===== src/rtl/ibom_pkg.sv =====
// ----------------------------------------------------------------------------
// ibom_pkg
// Types and constants shared by the in-flight branch outcome mimicker.
// ----------------------------------------------------------------------------
package ibom_pkg;

    localparam int LOG_ENTRIES  = 6;
    localparam int SEARCH_DEPTH = 8;
    localparam int TAG_BITS     = 16;

    localparam int RING_SIZE = 1 << LOG_ENTRIES;
    // Only the newest pushes can ever be searched; a search deeper than the
    // ring revisits entries that already lie in a nearer cell.
    localparam int CELLS     = (SEARCH_DEPTH < RING_SIZE) ? SEARCH_DEPTH : RING_SIZE;

    localparam int CNT_BITS  = 16;
    localparam int STAT_BITS = 32;

    localparam logic CMD_PREDICT = 1'b0;
    localparam logic CMD_RESOLVE = 1'b1;

    typedef struct packed {
        logic        command;
        logic [15:0] tag;
        logic        base_prediction;
        logic        taken;
        logic        hit_at_lookup;
        logic        prediction_at_lookup;
    } cmd_t;

    typedef struct packed {
        logic                 final_prediction;
        logic                 mimic_hit;
        logic [STAT_BITS-1:0] hit_total;
        logic [STAT_BITS-1:0] correct_total;
        logic [STAT_BITS-1:0] incorrect_total;
    } res_t;

    // One in-flight prediction held by a cell.
    typedef struct packed {
        logic [TAG_BITS-1:0] tag;
        logic                dir;
    } entry_t;

    // Search state passed from newer to older cell.
    typedef struct packed {
        logic hit;
        logic dir;
    } srch_t;

endpackage


===== src/rtl/ibom_cell.sv =====
// ----------------------------------------------------------------------------
// ibom_cell
// One slot of the in-flight chain: holds a tag and direction, shifts to the
// older neighbor on each push, and takes part in the newest-first search.
// ----------------------------------------------------------------------------
module ibom_cell
    import ibom_pkg::*;
(
    input  logic                clk,
    input  logic                shift_en,
    input  entry_t              shift_in,
    output entry_t              held,
    input  logic                active,
    input  logic [TAG_BITS-1:0] key,
    input  srch_t               chain_in,
    output srch_t               chain_out
);

    entry_t entry_reg;
    entry_t entry_next;
    logic   match;

    assign entry_next = shift_en ? shift_in : entry_reg;

    always_ff @(posedge clk)
    begin
        entry_reg <= entry_next;
    end

    assign held  = entry_reg;
    assign match = active && (entry_reg.tag == key);

    // A newer match wins; otherwise this cell may override.
    always_comb
    begin
        chain_out.hit = chain_in.hit | match;
        if (!chain_in.hit && match)
        begin
            chain_out.dir = entry_reg.dir;
        end
        else
        begin
            chain_out.dir = chain_in.dir;
        end
    end

endmodule


===== src/rtl/inflight_branch_outcome_mimicker.sv =====
// ----------------------------------------------------------------------------
// inflight_branch_outcome_mimicker
// Overrides the base predictor's direction with the direction given to the
// same tag by a recent in-flight prediction, and keeps hit statistics.
// ----------------------------------------------------------------------------
//
//  channel | signals                     | transfer when        | carries
//  --------+-----------------------------+----------------------+---------------
//  cmd     | cmd_valid, cmd_stall, cmd   | valid && !stall      | predict/resolve
//  res     | res_valid, res_stall, res   | valid && !stall      | one result
//
//  Each command's result sits in the output register the cycle after its
//  transfer, so one command per cycle is sustained while res_stall is low. The
//  search ripples combinationally through the cell chain.
//  Reset clears the in-flight count, the statistics and the output valid; the
//  cell contents are not cleared and are masked by the in-flight count.
//  cmd_stall rises only while a result waits under res_stall.
//
module inflight_branch_outcome_mimicker
    import ibom_pkg::*;
(
    input  logic clk,
    input  logic rst_n,
    input  logic cmd_valid,
    output logic cmd_stall,
    input  cmd_t cmd,
    output logic res_valid,
    input  logic res_stall,
    output res_t res
);

    // Output register and handshake.
    logic res_valid_reg;
    logic res_valid_next;
    res_t res_reg;
    res_t res_next;
    logic accept;
    logic push;

    // Architectural state. The ring is kept only as deep as the search
    // reaches: cell i holds the i-th newest push.
    logic [CNT_BITS-1:0]  count_reg;
    logic [CNT_BITS-1:0]  count_next;
    logic [STAT_BITS-1:0] hit_cnt_reg;
    logic [STAT_BITS-1:0] hit_cnt_next;
    logic [STAT_BITS-1:0] ok_cnt_reg;
    logic [STAT_BITS-1:0] ok_cnt_next;
    logic [STAT_BITS-1:0] bad_cnt_reg;
    logic [STAT_BITS-1:0] bad_cnt_next;

    logic [TAG_BITS-1:0]  key;
    srch_t                link [CELLS+1];
    entry_t               held [CELLS];
    entry_t               push_entry;
    srch_t                found;

    assign cmd_stall = res_valid_reg && res_stall;
    assign accept    = cmd_valid && !cmd_stall;
    assign push      = accept && (cmd.command == CMD_PREDICT);

    assign key     = cmd.tag[TAG_BITS-1:0];
    assign link[0] = '{hit: 1'b0, dir: cmd.base_prediction};
    assign found   = link[CELLS];

    // Final direction is pushed as the newest entry.
    assign push_entry = '{tag: key, dir: found.dir};

    genvar gi;
    generate
        for (gi = 0; gi < CELLS; gi++)
        begin : g_cell
            logic   active;
            entry_t feed;

            // Only the newest min(count, depth) entries take part.
            assign active = (count_reg > CNT_BITS'(gi));

            if (gi == 0)
            begin : g_head
                assign feed = push_entry;
            end
            else
            begin : g_body
                assign feed = held[gi-1];
            end

            ibom_cell u_cell (
                .clk       (clk),
                .shift_en  (push),
                .shift_in  (feed),
                .held      (held[gi]),
                .active    (active),
                .key       (key),
                .chain_in  (link[gi]),
                .chain_out (link[gi+1])
            );
        end
    endgenerate

    // Next state for one command.
    always_comb
    begin
        count_next     = count_reg;
        hit_cnt_next   = hit_cnt_reg;
        ok_cnt_next    = ok_cnt_reg;
        bad_cnt_next   = bad_cnt_reg;
        res_next       = res_reg;
        res_valid_next = res_valid_reg && res_stall;

        if (accept)
        begin
            res_valid_next = 1'b1;
            case (cmd.command)
                CMD_PREDICT:
                begin
                    if (found.hit)
                    begin
                        hit_cnt_next = hit_cnt_reg + STAT_BITS'(1);
                    end
                    if (count_reg != '1)
                    begin
                        count_next = count_reg + CNT_BITS'(1);
                    end
                end
                CMD_RESOLVE:
                begin
                    if (cmd.hit_at_lookup)
                    begin
                        if (cmd.taken == cmd.prediction_at_lookup)
                        begin
                            ok_cnt_next = ok_cnt_reg + STAT_BITS'(1);
                        end
                        else
                        begin
                            bad_cnt_next = bad_cnt_reg + STAT_BITS'(1);
                        end
                    end
                    if (count_reg != '0)
                    begin
                        count_next = count_reg - CNT_BITS'(1);
                    end
                end
                default:
                begin
                    count_next = count_reg;
                end
            endcase

            // Resolve results report direction and hit as zero.
            res_next.final_prediction = (cmd.command == CMD_PREDICT) && found.dir;
            res_next.mimic_hit        = (cmd.command == CMD_PREDICT) && found.hit;
            res_next.hit_total        = hit_cnt_next;
            res_next.correct_total    = ok_cnt_next;
            res_next.incorrect_total  = bad_cnt_next;
        end
    end

    always_ff @(posedge clk or negedge rst_n)
    begin
        if (!rst_n)
        begin
            res_valid_reg <= 1'b0;
            count_reg     <= '0;
            hit_cnt_reg   <= '0;
            ok_cnt_reg    <= '0;
            bad_cnt_reg   <= '0;
        end
        else
        begin
            res_valid_reg <= res_valid_next;
            count_reg     <= count_next;
            hit_cnt_reg   <= hit_cnt_next;
            ok_cnt_reg    <= ok_cnt_next;
            bad_cnt_reg   <= bad_cnt_next;
        end
    end

    always_ff @(posedge clk)
    begin
        res_reg <= res_next;
    end

    assign res_valid = res_valid_reg;
    assign res       = res_reg;

    // ------------------------------------------------------------------------
    // Assertions
    // ------------------------------------------------------------------------

    // Every transfer in produces a result in the next cycle.
    a_res_follows: assert property (@(posedge clk) disable iff (!rst_n)
        accept |=> res_valid)
        else $error("no result after command transfer");

    // Nothing can match in an empty flight window.
    a_no_hit_empty: assert property (@(posedge clk) disable iff (!rst_n)
        (count_reg == '0) |-> !found.hit)
        else $error("search hit with no in-flight entry");

    // Hit counter moves exactly with predict hits.
    a_hit_count: assert property (@(posedge clk) disable iff (!rst_n)
        accept |=> (hit_cnt_reg == $past(hit_cnt_reg)
                    + STAT_BITS'($past(push && found.hit))))
        else $error("hit counter out of step with search");

    // A resolve leaves the chain contents untouched (head cell written once
    // anything is in flight).
    a_resolve_hold: assert property (@(posedge clk) disable iff (!rst_n)
        (accept && (cmd.command == CMD_RESOLVE) && (count_reg != '0))
        |=> $stable(held[0]))
        else $error("chain shifted on resolve");

endmodule

===== config.mk =====
export PLATFORM = sky130hd
export DESIGN_NAME = inflight_branch_outcome_mimicker
export DESIGN_NICKNAME = d
export VERILOG_FILES = /design/src/rtl/ibom_pkg.sv /design/src/rtl/ibom_cell.sv /design/src/rtl/inflight_branch_outcome_mimicker.sv
export SDC_FILE = /design/constraint.sdc
export NUM_CORES = 1
export LEC_CHECK = 0
export BUFFER_PORTS_ARGS = -buffer_cell sky130_fd_sc_hd__buf_2
export CAP_MARGIN = 25
export CORE_ASPECT_RATIO = 1.5
export CORE_UTILIZATION = 35
export CTS_CLUSTER_SIZE = 14
export DETAILED_ROUTE_END_ITERATION = 7
export MAX_ROUTING_LAYER = met4
export PLACE_DENSITY = 0.63
export SYNTH_ARGS = -nofsm -noshare
export SYNTH_HDL_FRONTEND = slang
export SYNTH_SLANG_ARGS = --single-unit

===== constraint.sdc =====
create_clock -name clk -period 7.9 [get_ports clk]
set_input_delay 1.58 -clock clk [delete_from_list [all_inputs] [get_ports clk]]
set_output_delay 1.58 -clock clk [all_outputs]
set_load 0.03 [all_outputs]

==> results.txt, run 1 <==
Status: complete, no violations
Worst hold margin: 0.4528 ns
Core ar.: 44220 sq um
Die X: 175.4 um
Worst VDD drop: 0.0001838 V
Fin cells: 1922
Largest net degree at the start of global routing: 137
Final period util: 49.58%
Syn avg cell area: 13.05 sq um
Area Growth Syn to Fin: 14.61%
Critical Path RT: 8.32 ns
Slowest cell on the critical path: nor4_1
Yosys top cell area share: 44.51%
Switching pwr: 1.083 mW
Num rows: 94
Share of layout cells above drive strength 1: 17.09%
Pre-CTS setup slack: 3.354 ns
Chip height: 262.1 um
Dpl hpwl: 20530 um
Most common cell after layout, fill and taps aside: edfxtp_1
Clk Latency, worst-skew pair: 0.54 ns
GR met3 Demand/Resource: 2.040%
Remaining antenna violation count: 0
CTS tree: done
Yosys cell types: 52
R2R setup slack: 4.64 ns
WS Path Type: primary input to flip-flop
Initial antenna violation count: 0
Yosys top cell by area: edfxtp_1
Avg WL per Cell: 15.80 um
CTS H-tree depth: 2
Crit-path max FO: 34
Vias/cell: 4.803
CTS-repair resized insts: 0
DRT iter0 DRCs: 559
Max FFs per register: 136
Placed cell count: 1859
Reg power frac: 50.4%
Total power: 4.328 mW
CTS buffer count: 36
Post-CTS Setup Bufs: 0
Root Driver: clkbuf_16
Hold Crit Class: flip-flop to flip-flop
Final Hold Viols: 0
Worst-path cell chain: buf_2 -> xor2_1 -> nor4_1 -> nand4_1 -> o22ai_2 -> nor4_4 -> a31o_4 -> inv_4 -> nand2_2 -> mux2_1
Layout Skew: 0.02323 ns
CP peak stage delay: 0.43 ns
Setup slack after layout: 3.983 ns
Comb pwr share: 9.0%
Endpoints failing setup: 0
Synth top area cells: edfxtp_1 45%, dfrtp_1 18%, xor2_1 11%
P_leak: 7.331 nW
WP data arrival: 4.34 ns
Gate count of the mapped netlist: 1210
Fin crit period: 3.917 ns
Most frequent cells in the layout: 234 x edfxtp_1, 191 x xor2_1, 136 x xnor2_1
Io pins: 125
Clk pin slew, worst setup/hold paths: 0.06 ns
Int Power: 3.245 mW
Clock power share: 40.6%
Sequential element share of the synthesized area: 62.42%
Vias in the first global route: 9383
Max_cap viols: 0
GRT met1 Usage: 15.60%
CP endpoint kind: flip-flop
Unrepaired setup endpoints after global routing: false
Sw Share: 25.03%
Drt drc: 0
Syn Nets: 1242
Pwr dens: 239.2 nW/um^2
Cts hold-fix bufs: 0
Initial Util: 35.70%
GRT overflow: 0
Antenna diode count: 0
First-pass GRT wire length: 48710 um
DRT Pass-1 Iters: 4
Yosys reg bits: 347
Area of the die: 45980 sq um
Slew Limit Headroom: 30.95%
Total Routing Usage GR: 13.73%
IO buf count: 124
GRT busiest layer: met2
Drt total wl: 30360 um
Cell area after synthesis: 15790 sq um
Max-slew violations: 0
Synthesis Warnings: 0
Startpoint Class: primary input
Final nets: 1353
Placer Congestion: 0.8149
CTS Buffer Depth: 3
M2 GR Usage: 24.29%
Achievable Freq: 255.3 MHz
Via count: 9232
Setup_tns: 0 ns
CTS Sinks: 347
Worst slew pin tran: 1.036 ns
logic make-up after synthesis:
logic type,after synthesis,synth area share (%)
flip-flops,347,62.42
buffers and inverters,69,2.275
adder cells (fa/ha/maj),7,0.5547
AO/OA/AOI/OAI,36,1.474
AND/OR/NAND/NOR,417,14.55
multiplexers,6,0.4121
XOR/XNOR,328,18.32
final timing paths:
check | depth (start not counted) | start | endpoint
max in group asynchronous | 2 | rst_n | hit_cnt_reg[8]
min | 0 | g_cell[6].u_cell.held[0] | g_cell[7].u_cell.held[0]
min reg2reg | 0 | g_cell[6].u_cell.held[0] | g_cell[7].u_cell.held[0]
max reg2reg | 9 | count_reg[12] | hit_cnt_reg[1]
min in group asynchronous | 1 | rst_n | bad_cnt_reg[2]
max | 10 | cmd[14] | hit_cnt_reg[1]
critical path: cells and delay by family:
kind	cells	cell delay (ns)
compound gates	2	0.69
simple gates	4	0.94
mux	1	0.35
buf+inv	2	0.59
xor+xnor	1	0.17
routing by layer:
metal | wire length [um] | share of wire [%]
met1 | 12400 | 41
met2 | 15810 | 52
met3 | 1217 | 4.0
met4 | 932 | 3.1
met5 | 0 | 0
per-stage QoR:
step,util (%),instance area (sq um)
4_1_cts,40.92,18090
3_3_place_gp,38.18,16880
6_report,40.92,18090
2_1_floorplan,-,15790
5_1_grt,40.92,18090
3_5_place_dp,38.18,16880
power groups by stage:
stage          registers (mW)  clock network (mW)  logic (mW)
6_report                 2.18                1.76       0.389
5_1_grt                  2.20                1.88       0.432
4_1_cts                  2.18                1.81       0.397
3_5_place_dp             2.22                   0       0.395
3_3_place_gp             2.21                   0       0.388
2_1_floorplan            2.23                   0       0.270
synth_stat cells, drive strengths merged:
library cell / count
nand4: 48
inv: 14
nand3: 56
or2: 6
o211ai: 1
or3: 4
and2: 9
o21ai: 13
and4: 6
or4: 2
mux2: 4
dfrtp: 113
mux2i: 2
edfxtp: 234
a31o: 1
nor3: 21
clkbuf: 21
nor3b: 3
nand2b: 5
xor2: 191
o22ai: 1
a21o: 3
nor2b: 3
ha: 7
nand4b: 1
a31oi: 1
nor2: 77
o21a: 2
nand2: 104
buf: 34
and3: 28
o41ai: 1
a21oi: 8
xnor2: 137
nor4: 44
o31ai: 5
final cells by class:
type                            instances  area (sq um)
Fill cell                            4177         26130
Sequential cell                       347          9854
Multi-Input combinational cell        794          5584
Clock buffer                           42         923.4
Tap cell                              576         720.7
Timing Repair Buffer                  128         665.6
Clock inverter                         21         286.5
Inverter                               14         60.06
Power figures use the tool's default switching activity.
==> inputs of run 2 (changes only) <==
--- a/config.mk
+++ b/config.mk
@@ -12,7 +12,7 @@
 export CTS_CLUSTER_SIZE = 14
 export DETAILED_ROUTE_END_ITERATION = 7
 export MAX_ROUTING_LAYER = met4
-export PLACE_DENSITY = 0.63
+export PLACE_DENSITY = 0.65
 export SYNTH_ARGS = -nofsm -noshare
 export SYNTH_HDL_FRONTEND = slang
 export SYNTH_SLANG_ARGS = --single-unit
==> constraint.sdc (replaced) <==
create_clock -name clk -period 3.5 [get_ports clk]
set_input_delay 0.7 -clock clk [delete_from_list [all_inputs] [get_ports clk]]
set_output_delay 0.7 -clock clk [all_outputs]
set_load 0.03 [all_outputs]
==> results.txt, run 2 (synthesized netlist as in run 1, its figures left out) <==
Status: complete, no violations (unchanged)
Total Routing Usage GR: 14.06% (was 13.73%)
Final Hold Viols: 0 (unchanged)
Placed cell count: 1880 (was 1859)
CP peak stage delay: 0.58 ns (was 0.43 ns)
Max-slew violations: 0 (unchanged)
Reg power frac: 50.2% (was 50.4%)
FILL cells: 4128 (was 4177)
First-pass GRT wire length: 49470 um (was 48710 um)
Io pins: 125 (unchanged)
Final nets: 1374 (was 1353)
DRT Pass-1 Iters: 5 (was 4)
Hold Crit Class: primary input to async pin (was flip-flop to flip-flop)
Die X: 175.4 um (unchanged)
Max FFs per register: 136 (unchanged)
CTS Buffer Depth: 3 (unchanged)
Reg2reg path depth: 9 (unchanged)
Drt total wl: 31060 um (was 30360 um)
Fin util: 41.48% (was 40.92%)
R2R setup slack: 0.64 ns (was 4.64 ns)
DR top layer: met4 (unchanged)
Avg WL per Cell: 15.97 um (was 15.80 um)
Chip height: 262.1 um (unchanged)
CTS H-tree depth: 2 (unchanged)
GRT overflow: 0 (unchanged)
Achievable Freq: 349.6 MHz
Worst VDD drop: 0.0004077 V (was 0.0001838 V)
Sw Share: 24.81% (was 25.03%)
P_leak: 7.456 nW (was 7.331 nW)
Slowest cell on the critical path: nor4_1 (unchanged)
Drt drc: 0 (unchanged)
Root Driver: clkbuf_16 (unchanged)
IO buf count: 124 (unchanged)
Slew Limit Headroom: 52.70% (was 30.95%)
CTS-repair resized insts: 0 (unchanged)
DRT iter0 DRCs: 458 (was 559)
Dpl hpwl: 21850 um (was 20530 um)
Antenna diode count: 0 (unchanged)
CTS tree: done (unchanged)
Fin crit period: 2.860 ns
Core ar.: 44220 sq um (unchanged)
WL met1: 12200 um (was 12400 um)
Crit-path max FO: 32 (was 34)
Area of the die: 45980 sq um (unchanged)
Switching pwr: 2.434 mW (was 1.083 mW)
Final period util: 81.72%
Remaining antenna violation count: 0 (unchanged)
Clk pin slew, worst setup/hold paths: 0.06 ns (about the same)
Layout Skew: 0.01929 ns (was 0.02323 ns)
CTS buffer count: 36 (unchanged)
Startpoint Class: flip-flop (was primary input)
WS Path Type: flip-flop to flip-flop (was primary input to flip-flop)
Pwr dens: 534.7 nW/um^2 (was 239.2 nW/um^2)
CTS Sinks: 347 (unchanged)
Worst slew pin tran: 0.7030 ns (was 1.036 ns)
Fin area: 18350 sq um (was 18090 sq um)
Comb pwr share: 9.3% (was 9.0%)
WP data arrival: 3.12 ns (was 4.34 ns)
Initial antenna violation count: 0 (unchanged)
Via count: 9379 (was 9232)
Initial Util: 35.70% (unchanged)
Max_cap viols: 0 (unchanged)
Worst-path cell chain: xor2_1 -> nor4_1 -> nand4_1 -> a21oi_1 -> nor4_4 -> a31o_4 -> buf_12 -> o31ai_1 -> o41ai_1 (was buf_2 -> xor2_1 -> nor4_1 -> nand4_1 -> o22ai_2 -> nor4_4 -> a31o_4 -> inv_4 -> nand2_2 -> mux2_1)
Unrepaired setup endpoints after global routing: false (unchanged)
Cts hold-fix bufs: 0 (unchanged)
Vias/cell: 4.822 (was 4.803)
Critical Path RT: 3.76 ns (was 8.32 ns)
Met3 WL: 1212 um (was 1217 um)
Most common cell after layout, fill and taps aside: edfxtp_1 (unchanged)
CP endpoint kind: flip-flop (unchanged)
Endpoints failing setup: 0 (unchanged)
Fin cells: 1945 (was 1922)
Num rows: 94 (unchanged)
Most frequent cells in the layout: 234 x edfxtp_1, 191 x xor2_1, 136 x xnor2_1 (unchanged)
Placer Congestion: 0.8347 (was 0.8149)
Clock power share: 40.5% (was 40.6%)
Vias in the first global route: 9684 (was 9383)
Area Growth Syn to Fin: 16.20% (was 14.61%)
Post-CTS Setup Bufs: 0 (unchanged)
Int Power: 7.375 mW (was 3.245 mW)
Largest net degree at the start of global routing: 71 (was 137)
Placed inst area: 17130 sq um (was 16880 sq um)
Metal2 WL: 16500 um (was 15810 um)
Share of layout cells above drive strength 1: 18.26% (was 17.09%)
Clk Latency, worst-skew pair: 0.52 ns (was 0.54 ns)
-- run 2: power by group through the flow --
stage / Combinational [mW] / Clock, mW / Sequential (mW)
2_1_floorplan: 0.615 / 0 / 5.02
3_5_place_dp: 0.920 / 0 / 5.01
5_1_grt: 1.00 / 4.24 / 4.96
6_report: 0.910 / 3.97 / 4.93
3_3_place_gp: 0.903 / 0 / 5.00
4_1_cts: 0.924 / 4.10 / 4.93
-- run 2: critical path, delay by kind of cell, from the launching register on --
kind            cells  cell delay (ns)
compound gates      4             0.95
simple gates        3             0.89
xor+xnor            1             0.17
flops               1             0.41
buf+inv             1             0.17
-- run 2: final timing paths --
| kind | start | to |
|---|---|---|
| min | rst_n | bad_cnt_reg[6] |
| max in group asynchronous | rst_n | hit_cnt_reg[8] |
| max | g_cell[4].u_cell.held[10] | res[91] |
| min reg2reg | g_cell[6].u_cell.held[0] | g_cell[7].u_cell.held[0] |
| max reg2reg | g_cell[4].u_cell.held[10] | res[91] |
| min in group clk | cmd_valid | res_valid |
-- run 2: final cells by class --
class	instances	area [sq um]	share of cell area (%)
sequential	347	9854	53.72
multi-input combinational	794	5605	30.56
clock buffer	44	952.2	5.190
timing repair buffer	149	885.9	4.829
tap	576	720.7	3.929
clock inverter	21	266.5	1.453
inverter	14	60.06	0.3274
-- run 2: per-layer routing --
layer | vias up | global-route usage, %
met5 | - | -
met4 | 0 | 6.184
met3 | 61 | 2.373
met2 | 204 | 25.52
met1 | 4620 | 14.93
li1 | 4494 | -
-- run 2: per-stage QoR --
stage               power [mW]  setup slack (ns)  setup TNS, ns  hold WS [ns]
floorplan                5.639          -0.04635         -6.304        0.4044
global placement         5.903            0.1188              0        0.4493
detailed placement       5.929            0.1041              0        0.4459
CTS                      9.953            0.5897              0       0.09442
global route             10.21            0.4951              0        0.1225
finish                   9.809            0.6396              0        0.1068
